## src/sv/segmented_memory_decoder_assert.svh

```systemverilog
// ----------------------------------------------------------------------------
// segmented_memory_decoder_assert.svh
// assertion macros used by the segmented memory decoder datapath
// ----------------------------------------------------------------------------
`ifndef SEGMENTED_MEMORY_DECODER_ASSERT_SVH
`define SEGMENTED_MEMORY_DECODER_ASSERT_SVH

// antecedent implies consequent in the same cycle
`define SMD_ASSERT_IMPLIES(label, ante, cons, msg) \
    label: assert property (@(posedge clk) disable iff (!rst_n) (ante) |-> (cons)) \
        else $error(msg);

// condition never holds
`define SMD_ASSERT_NEVER(label, cond, msg) \
    label: assert property (@(posedge clk) disable iff (!rst_n) !(cond)) \
        else $error(msg);

`endif

```

## src/sv/smd_pkg.sv

```systemverilog
// ----------------------------------------------------------------------------
// smd_pkg
// types and constants of the segmented memory decoder
// ----------------------------------------------------------------------------
`default_nettype none

package smd_pkg;

    localparam int NUM_SEGMENTS = 4;
    localparam int SEG_W        = 2;
    localparam int NUM_REGS     = 2 * NUM_SEGMENTS;
    localparam int APB_ADDR_W   = 5;
    localparam int DATA_W       = 32;

    // access commands
    localparam logic [1:0] CMD_READ_BYTE  = 2'd0;
    localparam logic [1:0] CMD_READ_WORD  = 2'd1;
    localparam logic [1:0] CMD_WRITE_BYTE = 2'd2;
    localparam logic [1:0] CMD_WRITE_WORD = 2'd3;

    // fault codes
    localparam logic [1:0] FAULT_OK       = 2'd0;
    localparam logic [1:0] FAULT_UNMAPPED = 2'd1;
    localparam logic [1:0] FAULT_BEYOND   = 2'd2;

    // one address window, inclusive bounds
    typedef struct packed {
        logic [DATA_W-1:0] base;
        logic [DATA_W-1:0] limit;
    } smd_window_t;

    // controller to datapath
    typedef struct packed {
        logic clear_en;
        logic load_req;
        logic decode;
        logic check;
        logic access;
        logic load_rsp;
    } smd_cmd_t;

    // datapath to controller
    typedef struct packed {
        logic clear_done;
        logic rsp_free;
    } smd_status_t;

endpackage

`default_nettype wire

```

## src/sv/smd_apb_regs.sv

```systemverilog
// ----------------------------------------------------------------------------
// smd_apb_regs
// apb register file holding the base and limit of the four windows
// ----------------------------------------------------------------------------
`default_nettype none

module smd_apb_regs import smd_pkg::*;
(
    input  wire logic                  clk,
    input  wire logic                  rst_n,
    input  wire logic                  psel,
    input  wire logic                  penable,
    input  wire logic                  pwrite,
    input  wire logic [APB_ADDR_W-1:0] paddr,
    input  wire logic [DATA_W-1:0]     pwdata,
    output logic      [DATA_W-1:0]     prdata,
    output logic                       pready,
    output smd_window_t [NUM_SEGMENTS-1:0] windows
);

    localparam int IDX_W = APB_ADDR_W - 2;

    logic [DATA_W-1:0] cfg_reg [NUM_REGS];
    logic [IDX_W-1:0]  reg_idx;
    logic              wr_en;

    assign reg_idx = paddr[APB_ADDR_W-1:2];
    assign wr_en   = psel && penable && pwrite;
    assign pready  = 1'b1;
    assign prdata  = cfg_reg[reg_idx];

    // register writes on the access phase
    always_ff @(posedge clk or negedge rst_n)
    begin
        if (!rst_n)
        begin
            for (int i = 0; i < NUM_REGS; i++)
            begin
                cfg_reg[i] <= '0;
            end
        end
        else if (wr_en)
        begin
            cfg_reg[reg_idx] <= pwdata;
        end
    end

    // even index is the base, odd index the limit
    always_comb
    begin
        for (int s = 0; s < NUM_SEGMENTS; s++)
        begin
            windows[s].base  = cfg_reg[2*s];
            windows[s].limit = cfg_reg[2*s+1];
        end
    end

endmodule

`default_nettype wire

```

## config.mk

```make
export PLATFORM = sky130hd
export DESIGN_NAME = smd_apb_regs
export DESIGN_NICKNAME = d
export VERILOG_FILES = /design/src/sv/segmented_memory_decoder_assert.svh /design/src/sv/smd_pkg.sv /design/src/sv/smd_apb_regs.sv
export SDC_FILE = /design/constraint.sdc
export NUM_CORES = 1
export LEC_CHECK = 0
export BUFFER_PORTS_ARGS = -buffer_cell sky130_fd_sc_hd__buf_4
export CELL_PAD_IN_SITES_DETAIL_PLACEMENT = 1
export CELL_PAD_IN_SITES_GLOBAL_PLACEMENT = 1
export CORE_ASPECT_RATIO = 0.8
export CORE_MARGIN = 4
export CORE_UTILIZATION = 46
export CTS_CLUSTER_DIAMETER = 80
export DETAILED_ROUTE_END_ITERATION = 7
export GPL_TIMING_DRIVEN = 0
export PLACE_DENSITY_LB_ADDON = 0.1
export SYNTH_ARGS = -nofsm -noshare
export SYNTH_HDL_FRONTEND = slang
export SYNTH_SLANG_ARGS = --single-unit
```

## constraint.sdc

```tcl
create_clock -name clk -period 3.7 [get_ports clk]
set_clock_uncertainty 0.1 [all_clocks]
set_input_delay 0.74 -clock clk [delete_from_list [all_inputs] [get_ports clk]]
set_output_delay 0.74 -clock clk [all_outputs]
set_load 0.01 [all_outputs]
```

==> Word level (Yosys, flattened, before mapping) <==
Index checks and enable logic that the tools add are counted.
{ "classes": {"addsub": 0, "multipliers": 0, "div_mod_pow": 0, "order_cmp": 2, "n_eq_ne": 0, "shifts": 0, "mux": 6, "bitwise_logic": 1, "reduce_logical": 3} }
{ "op_table": {"columns": ["op", "count"], "rows": [
  ["bitwise mux 256 bit", 1],
  ["binary-select mux 32 bit (select 3 bit)", 1],
  ["demux 32 bit (select 3 bit)", 1],
  ["two-way mux 32 bit", 3],
  ["greater-or-equal comparator 4 bit (second input constant)", 1],
  ["< comparator 4 x 1 -> 1 bit (second input constant)", 1],
  ["NOT 3 -> 4 bit", 1],
  ["logical AND 1 bit", 3]
]} }
{ "word_totals": {"ff_bits": 256, "latch_bits": 0, "ramBits": 0, "mem_bits_ro": 0, "in_bits": 42, "output_inout_bits": 289, "mem_count": 0} }

==> Longest topological paths before layout <==
{ "logic_depth": {"word_depth": 6, "mapped_depth": 6, "depth_no_buf": 3} }

==> Worst setup path before layout <==
OpenSTA, ideal clock, no wires.
{ "synth_path": {"path_type": "in2out", "from": "input port paddr[2]", "to": "output port prdata[25]", "arrival_time_ns": 1.927, "required_time_ns": 2.860, "path_slack_ns": 0.933, "stages": 4, "path_cell_list": "buf_6 buf_2 mux4_2 mux2_2"} }
{ "synth_between": {"elab_chain_cells": 4} }
{ "synth_lines": {"columns": ["item", "line_no", "text"], "rows": [
  ["from (decl)", "smd_apb_regs.sv:14", "input wire logic [APB_ADDR_W-1:0] paddr,"],
  ["NOT 3 -> 4 bit (implied by the code)", "smd_apb_regs.sv:30", "assign prdata = cfg_reg[reg_idx];"],
  ["binary-select mux 32 bit (select 3 bit)", "smd_apb_regs.sv:30", null],
  ["two-way mux 32 bit (implied by the code) (2 in a row)", "smd_apb_regs.sv:30", null],
  ["to (decl)", "smd_apb_regs.sv:16", "output logic [DATA_W-1:0] prdata,"]
]} }
No other way between the ends. The select of a mux whose other input is x is not followed.

==> Worst setup path in the final report <==
{ "layout_path": {"from": "input port paddr[3]", "to": "output port prdata[4]"} }
The elaborated chain is that of the path after synthesis.

==> results.ini <==
[status]
status=finished, final reports clean

[place]
port_buffers=325
gp_congestion=0.7714
placedCellCount=1319
dpl.hpwl_um=25200
pre_cts_ws_ns=0.3308

[sta]
final.period_utilization_pct=91.06
fin_crit_ns=3.369
setup_ws_ns=0.3309
worst_slew_pin_slew_ns=0.9168
rsz0062_at_grt=false
timing.slew.headroom_pct=38.88
fmax_mhz=296.8
slew_viol_final=0
setup_violations=0
finalHoldViolCount=0

[clocking]
cts_made_buffers=28
h-tree-depth=1
cts_buffer_depth=3
cts_tree=built
clock_latency_ns=0.52
root_buffer=clkbuf_16
cts_hold_buf=0
post_cts_buffers=0
cts_num_sinks=256
path_clk_slew_ns=0.06
cts_resized=0

[logic_synthesis]
syn_area_per_cell_um2=17.20
synth_fp_nets=716
syn_inst=674
synth.distinct_cells=27
syn_area_um2=11600
synth_area_leaders=dfrtp_1 55%, mux2_2 23%, mux4_2 12%, mux2_4 3.4%, mux2_1 1.9%
yosys_warnings=0
yosysTopAreaCell=dfrtp_1
synth.top_cell.area_share_pct=55.24
synth_seq_area_share_pct=55.24
ys_ff_latch=256

[global_route]
grt_pass1_vias=8355
grt_usage_pct=26.06
grt_max_degree=101
grt_remaining_overflow=0
grt_antenna_before_repair=0
grt_pass1_wl_um=55070

[final_layout]
mostFrequentLayoutCells=331 x buf_4, 256 x dfrtp_1, 241 x mux2_2
layout_commonest_cell=buf_4
num_antenna_cells=0
area_delta_synth_final_pct=32.27
largest_reg_flops=256
nNetsFinal=1073
layout-drive-gt1-share_pct=70.64
final_cells=1367

[critical_path]
timing.rr.end=windows[191]
worst_setup_path_end_kind=output port
regToRegSetupSlack_ns=2.77
cp_max_fo=10
path_cells=buf_2 -> clkbuf_1 -> mux4_2 -> mux2_4 -> buf_4
critPathSlowestCell=clkbuf_1
critPathMaxStageDelay_ns=0.71
cp_data_arrival_time_ns=2.53
r2r_cells=1
reg2reg_from=windows[191]
crit_type=in -> out
start_kind=input pin
crit_required_ns=2.86

[route]
ant_nets=0
drt_iter0_drc=370
wl_per_cell_um=26.72
drt-vias-per-instance=5.655
vias=7731
first_pass_iters=4
routed_wl_um=36520
drc=0

[power_and_ir_drop]
vdd_drop_max_mv=0.3590
p_leak_nw=7.439
power_w=0.009053
pwr_density_cell_nw_per_um2=590.2

[floorplanning]
dieArea_um2=27830
core_um2=24570
start_util_pct=47.20
ios=331
die_w_um=185.5
num_rows=51
fp.dieH_um=150.0

[min_path]
hp-class=in -> async

[run]
max_cap_viol_count=0

==> synth_stat cells (all sizes together) <==
cell type and instances:
a22oi 1, a31oi 1, and2 1, buf 43, clkbuf 2, conb 1
dfrtp 256, inv 1, mux2 287, mux2i 2, mux4 62, nand2 1
nand2b 2, nand4 1, nand4b 1, nor2 7, nor3 2, nor4bb 1
o211ai 1, o32a 1
==> worst max-delay path by stage <==
stage	startpoint	to	slack, ns	cells after the start
2_1_floorplan	paddr[2]	prdata[25]	0.93	4
3_3_place_gp	rst_n	windows[237]	-0.39	1
3_5_place_dp	paddr[3]	prdata[4]	0.33	5
4_1_cts	paddr[3]	prdata[4]	0.33	5
5_1_grt	paddr[3]	prdata[8]	0.26	5
6_report	paddr[3]	prdata[4]	0.33	5
==> critical path, delay by kind of cell <==
| family | cells | cell delay (ns) |
|---|---|---|
| muxes | 2 | 0.72 |
| buffers and inverters | 3 | 1.06 |
==> final cells by class <==
cell class | instances | area (µm²)
Fill cell | 2316 | 9229
Sequential cell | 256 | 6406
Multi-Input combinational cell | 372 | 4895
Timing Repair Buffer | 327 | 2502
Clock buffer | 44 | 822.0
Tap cell | 318 | 397.9
Buffer | 45 | 291.5
Clock inverter | 4 | 20.02
Inverter | 1 | 3.754
==> power breakdown <==
| part | switching (W) | internal [W] |
|---|---|---|
| combinational | 0.00107 | 0.00154 |
| sequential | 0.000477 | 0.00335 |
| clock | 0.00110 | 0.00151 |
| total | 0.00265 | 0.00640 |
==> logic make-up (layout without fill, tap and decap cells) <==
family          after synthesis  after routing  synth area share [%]
buf+inv                      46            421                 2.546
flops                       256            256                 55.24
mux                         351            351                 40.93
simple gates                 16             16                0.9819
compound gates                4              4                0.2698
other cells                   1              1               0.03234
==> stage by stage <==
step / instance area, µm² / hold WS [ns] / setup TNS (ns) / utilization, %
after floorplan: 11600 / 0.3444 / 0 / -
after global placement: 14430 / 0.3923 / -91.39 / 58.75
after detailed placement: 14500 / 0.4024 / 0 / 59.01
after CTS: 15340 / 0.09146 / 0 / 62.43
after global routing: 15340 / 0.1092 / 0 / 62.43
final: 15340 / 0.08119 / 0 / 62.43
==> routing by layer <==
layer	part of all wire (%)	vias to the layer above	GRT usage, %
met5	0	-	0
met4	2.6	0	6.200
met3	7.2	56	6.440
met2	48	270	42.06
met1	42	4165	35.94
li1	-	3240	-
Note: power is estimated with default switching activity, not from simulation.
