### src/sv/segmented_memory_decoder_assert.svh
// ----------------------------------------------------------------------------
// segmented_memory_decoder_assert.svh
// assertion macros used by the segmented memory decoder datapath
// ----------------------------------------------------------------------------
`ifndef SEGMENTED_MEMORY_DECODER_ASSERT_SVH
`define SEGMENTED_MEMORY_DECODER_ASSERT_SVH

// antecedent implies consequent in the same cycle
`define SMD_ASSERT_IMPLIES(label, ante, cons, msg) \
    label: assert property (@(posedge clk) disable iff (!rst_n) (ante) |-> (cons)) \
        else $error(msg);

// condition never holds
`define SMD_ASSERT_NEVER(label, cond, msg) \
    label: assert property (@(posedge clk) disable iff (!rst_n) !(cond)) \
        else $error(msg);

`endif

### src/sv/smd_pkg.sv
// ----------------------------------------------------------------------------
// smd_pkg
// types and constants of the segmented memory decoder
// ----------------------------------------------------------------------------
`default_nettype none

package smd_pkg;

    localparam int NUM_SEGMENTS = 4;
    localparam int SEG_W        = 2;
    localparam int NUM_REGS     = 2 * NUM_SEGMENTS;
    localparam int APB_ADDR_W   = 5;
    localparam int DATA_W       = 32;

    // access commands
    localparam logic [1:0] CMD_READ_BYTE  = 2'd0;
    localparam logic [1:0] CMD_READ_WORD  = 2'd1;
    localparam logic [1:0] CMD_WRITE_BYTE = 2'd2;
    localparam logic [1:0] CMD_WRITE_WORD = 2'd3;

    // fault codes
    localparam logic [1:0] FAULT_OK       = 2'd0;
    localparam logic [1:0] FAULT_UNMAPPED = 2'd1;
    localparam logic [1:0] FAULT_BEYOND   = 2'd2;

    // one address window, inclusive bounds
    typedef struct packed {
        logic [DATA_W-1:0] base;
        logic [DATA_W-1:0] limit;
    } smd_window_t;

    // controller to datapath
    typedef struct packed {
        logic clear_en;
        logic load_req;
        logic decode;
        logic check;
        logic access;
        logic load_rsp;
    } smd_cmd_t;

    // datapath to controller
    typedef struct packed {
        logic clear_done;
        logic rsp_free;
    } smd_status_t;

endpackage

`default_nettype wire

### src/sv/smd_ctrl.sv
// ----------------------------------------------------------------------------
// smd_ctrl
// sequencer: clearing pass, then accept, decode, check, access, respond
// ----------------------------------------------------------------------------
`default_nettype none

module smd_ctrl import smd_pkg::*;
(
    input  wire logic        clk,
    input  wire logic        rst_n,
    input  wire logic        in_valid,
    output logic             in_ready,
    input  wire smd_status_t status,
    output smd_cmd_t         cmd
);

    localparam logic [2:0] ST_CLEAR  = 3'd0;
    localparam logic [2:0] ST_IDLE   = 3'd1;
    localparam logic [2:0] ST_DECODE = 3'd2;
    localparam logic [2:0] ST_CHECK  = 3'd3;
    localparam logic [2:0] ST_ACCESS = 3'd4;
    localparam logic [2:0] ST_RESP   = 3'd5;

    logic [2:0] state_reg;
    logic [2:0] state_next;

    // next state
    always_comb
    begin
        state_next = state_reg;
        case (state_reg)
            ST_CLEAR:  if (status.clear_done) state_next = ST_IDLE;
            ST_IDLE:   if (in_valid) state_next = ST_DECODE;
            ST_DECODE: state_next = ST_CHECK;
            ST_CHECK:  state_next = ST_ACCESS;
            ST_ACCESS: state_next = ST_RESP;
            ST_RESP:   if (status.rsp_free) state_next = ST_IDLE;
            default:   state_next = ST_CLEAR;
        endcase
    end

    always_ff @(posedge clk or negedge rst_n)
    begin
        if (!rst_n)
        begin
            state_reg <= ST_CLEAR;
        end
        else
        begin
            state_reg <= state_next;
        end
    end

    // datapath commands
    assign in_ready     = (state_reg == ST_IDLE);
    assign cmd.clear_en = (state_reg == ST_CLEAR);
    assign cmd.load_req = in_ready && in_valid;
    assign cmd.decode   = (state_reg == ST_DECODE);
    assign cmd.check    = (state_reg == ST_CHECK);
    assign cmd.access   = (state_reg == ST_ACCESS);
    assign cmd.load_rsp = (state_reg == ST_RESP) && status.rsp_free;

endmodule

`default_nettype wire

### config.mk
export PLATFORM = sky130hd
export DESIGN_NAME = smd_ctrl
export DESIGN_NICKNAME = d
export VERILOG_FILES = /design/src/sv/segmented_memory_decoder_assert.svh /design/src/sv/smd_pkg.sv /design/src/sv/smd_ctrl.sv
export SDC_FILE = /design/constraint.sdc
export NUM_CORES = 1
export LEC_CHECK = 0
export ABC_CLOCK_PERIOD_IN_PS = 970
export BUFFER_PORTS_ARGS = -buffer_cell sky130_fd_sc_hd__buf_2
export CORE_AREA = 4 4 41 43
export CTS_CLUSTER_DIAMETER = 50
export DETAILED_ROUTE_END_ITERATION = 8
export DIE_AREA = 0 0 45 47
export GPL_ROUTABILITY_DRIVEN = 1
export SYNTH_ARGS = -nofsm -noshare
export SYNTH_HDL_FRONTEND = slang
export SYNTH_SLANG_ARGS = --single-unit
### constraint.sdc
create_clock -name clk -period 0.97 [get_ports clk]
set_input_delay 0.0485 -clock clk [delete_from_list [all_inputs] [get_ports clk]]
set_output_delay 0.0485 -clock clk [all_outputs]
set_load 0.02 [all_outputs]
## Word level (Yosys, flattened, before mapping)

Index checks and enable logic that the tools add are counted.

- Flip-flop bits (word level): 3
- Output and inout port bits: 7

- Equality and inequality tests: 8
- Multiplexer cells: 4
- Reductions and logical operators: 4

Operators by type and width:

| cell | count |
|---|---|
| 3-bit case mux with 6 select lines | 1 |
| 3-bit 2-to-1 mux | 3 |
| 3-bit by 2-bit equality test with 1-bit output, second input constant | 2 |
| 3-bit equality test, second input constant | 2 |
| 2-bit != test, second input constant | 3 |
| 3-bit by 1-bit equality test with 1-bit output, second input constant | 1 |
| 3-bit zero test | 1 |
| 3-bit AND reduction | 1 |
| 1-bit logical AND | 2 |

## Logic depth before layout (Yosys ltp)

- Word-level depth: 3
- Depth in mapped cells: 4
- Depth with buffers taken out: 3

## Worst setup path before layout

No wires, ideal clock.

- Kind: reg2reg
- Start point: register state_reg[2]
- End point: register state_reg[0]
- Arrival time: 1145 ps
- Path slack: -325 ps
- Stages on the path, launching flop included: 4
- Cell sequence: dfrtp_1 > buf_4 > nor3_1 > a21oi_1

RTL lines:

| element | line | source |
|---|---|---|
| from (decl) | smd_ctrl.sv:24 | `logic [2:0] state_reg;` |
| from (signal assigned) | smd_ctrl.sv:50 | `state_reg <= state_next;` |

==> flow_summary_export.csv <==
group,metric,value,unit
run_status,status,"complete, but fails checks",
run_status,violations,"negative setup slack",
cells_and_area,largest_register_ffs,3,
global_route,grt_pass1_vias,253,
critical_path,worst-path-max-fanout,3,
detailed_routing,initialDrtViolationCount,0,
critical_path,crit_family,"simple AND/OR/NAND/NOR gates",
critical_path,critical_path_arrival,1210,ps
logic_synthesis,synth.distinct_cells,16,
sta,fin_ws,-290.1,ps
detailed_routing,routed_wl,598,um
detailed_routing,final_antenna_net_count,0,
cells_and_area,diodes,0,
die,dieArea,2115,sq um
die,core-area,1301,sq um
placement,dp.cells,51,
power_and_ir_drop,ir_drop,1167,uV
cells_and_area,drive_gt1_share,78.72,%
logic_synthesis,ys_top_cells_by_area,"dfrtp_1 37%, a21oi_1 7.3%, nor2b_4 6.7%, nor3b_2 6.1%, nor3_1 4.9%",
cts,clock_path_buffers,2,
sta,fin_crit,1260,ps
critical_path,rrSetupSlack,-70,ps
logic_synthesis,synth_mux_area_share,0,%
hold_path,min_path_cells,3,
placement,port_buffers,11,
sta,fmax,0.7936,GHz
critical_path,reg2reg_depth,4,
sta,worst_pin_slew,167.1,ps
logic_synthesis,syn-num-nets,28,
detailed_routing,vias,237,
cts,cts_tree,"yes",
logic_synthesis,syn_area,205.2,sq um
critical_path,path_cells,"and2b_1 > nor2b_4 > and2_4 > buf_6",
critical_path,worstSetupEndpointType,"primary output",
die,row_count,13,
cells_and_area,area_delta_synth_final,137.2,%
sta,tns,-1659,ps
power_and_ir_drop,p_per_area,3305,nW/um^2
logic_synthesis,synth_seq_area_share,36.59,%
sta,fin_skew,2.169,ps
critical_path,crit_type,"reg2out",
cts,clock-sinks,3,
global_route,grt_antenna_before_repair,0,
power_and_ir_drop,p_leak,0.0002340,uW
logic_synthesis,synth_top_area_cell,"dfrtp_1",
global_route,grt_max_degree,5,
critical_path,worstPathRequired,920,ps
logic_synthesis,synth-simple-area-share,44.51,%
hold_path,hold_end,"state_reg[0]",
hold_path,worstHoldStart,"status[1]",
sta,rsz0062_at_grt,"true",
logic_synthesis,synthCells,23,
global_route,overflow,0,
global_route,grt_first_pass_wirelength,1014,um
sta,setup_viol,10,
logic_synthesis,synth-xor-area-share,0,%
flow_run,drv_cap,0,
detailed_routing,avgRoutedWirePerCell,9.645,um
cts,cts-root-buf,"clkbuf_4",
critical_path,startpoint,"state_reg[1]",
sta,drv_slew,0,
cells_and_area,nets,53,
cts,clkLatencyLatePin,230,ps
logic_synthesis,synth_top_cell_area_share,36.59,%
die,start_util,15.77,%
critical_path,reg2reg_to,"state_reg[0]",
logic_synthesis,ys_ff_latch,3,
detailed_routing,drc_errors,0,
die,die_w,45,um
cells_and_area,register_area,76.32,sq um
logic_synthesis,avgSynthCellArea,8.922,sq um
cts,cts_buffers,3,
logic_synthesis,synth_compound_area_share,11.59,%
cells_and_area,multi_input_area,173.9,sq um
cells_and_area,layout.cells.non_filler,62,
critical_path,r2r-start,"state_reg[2]",
placement,gp_congestion,0.6282,
cells_and_area,layout_common_cells,"9 x buf_6, 6 x buf_4, 5 x buf_2",
critical_path,cp_slowest_cell,"dfrtp_1",
critical_path,critPathLaunchType,"register",
sta,finalHoldViolCount,0,
logic_synthesis,synthAdderAreaFrac,0,%
global_route,groute.usage.overall,6.973,%
die,pin_count,12,
detailed_routing,viasPerCell,3.823,
placement,place_area,307.8,sq um
sta,fin_crit_sh,129.9,%
logic_synthesis,synth_top_family_by_area,"simple AND/OR/NAND/NOR gates",
hold_path,hold_class,"in2reg",
critical_path,cp.buffers_inverters,1,
cells_and_area,post-route-util,37.40,%
cts,htree_levels,1,
logic_synthesis,yosysWarnings,0,
cts,clk_pin_slew,40,ps
cells_and_area,n_fill_cell,142,
cells_and_area,layout_commonest_cell,"buf_6",
detailed_routing,first_pass_iters,1,
sta,slew_headroom,88.82,%
die,die_y,47,um
critical_path,slowest_delay,360,ps
cells_and_area,fin_area,486.7,sq um
power_and_ir_drop,totalPowerFinal,1608,uW
==> layer usage <==
layer  track usage, %  wire length, um
met1            7.798              235
met2            10.73              302
met3            2.682               60
met4            5.263                0
met5                0                0
==> worst max-delay path by stage <==
stage,endpoint,cells after the start
floorplan,state_reg[0],3
global placement,state_reg[0],3
detailed placement,state_reg[0],3
CTS,cmd[4],4
global route,cmd[4],4
finish,cmd[4],4
==> worst reg2reg max path: stages (launching register included) <==
cell and delay, ps:
dfrtp_2 410, buf_6 130, nor3_4 200, buf_4 140
a21oi_2 40
==> kinds of logic (layout without fill, tap and decap cells) <==
group / count (synthesis) / count (layout)
and+or+nand+nor: 13 / 13
AOI/OAI and AO/OA: 4 / 4
DFF: 3 / 3
buffers and inverters: 3 / 27
==> through the flow <==
step                      setup slack [ps]  hold WS [ps]
after floorplan                     -98.91        -247.1
after global placement              -83.33        -153.9
after detailed placement            -97.97        -154.3
after CTS                           -305.1         42.85
after global routing                -348.4         55.89
final                               -290.1         59.02
==> cell type report <==
class | count | share of cell area (%)
Sequential cell | 3 | 15.68
Timing Repair Buffer | 21 | 37.28
Multi-Input combinational cell | 17 | 35.73
Inverter | 2 | 2.057
Clock buffer | 4 | 5.398
Tap cell | 15 | 3.856
==> synthesized netlist by cell type <==
library cell and number:
inv_1 2, buf_4 1, and3_2 1, a21oi_1 3, nor3b_2 1, nor2_1 2, a31o_1 1, and2_1 1
nor3b_1 1, and2b_1 1, nor3_1 2, nand2_1 1, nand2b_1 1, dfrtp_1 3, and2b_2 1, nor2b_4 1
==> repair_timing <==
| item | in CTS | in global routing |
|---|---|---|
| buffers inserted | 5 | 1 |
| resized for setup | 23 | 5 |
| setup endpoints to repair | 10 | 10 |
| pin swaps | 4 | 4 |
| hold buffers | 1 | 0 |
| endpoints found under the hold margin | 3 | 0 |
==> where the power goes <==
part	leakage [uW]	switching (uW)	internal (uW)
Sequential	0.0000360	40.1	182
Combinational	0.000183	540	630
Clock	0.0000150	63.0	154
Total	0.000234	643	965
(Power assumes the default switching activity.)
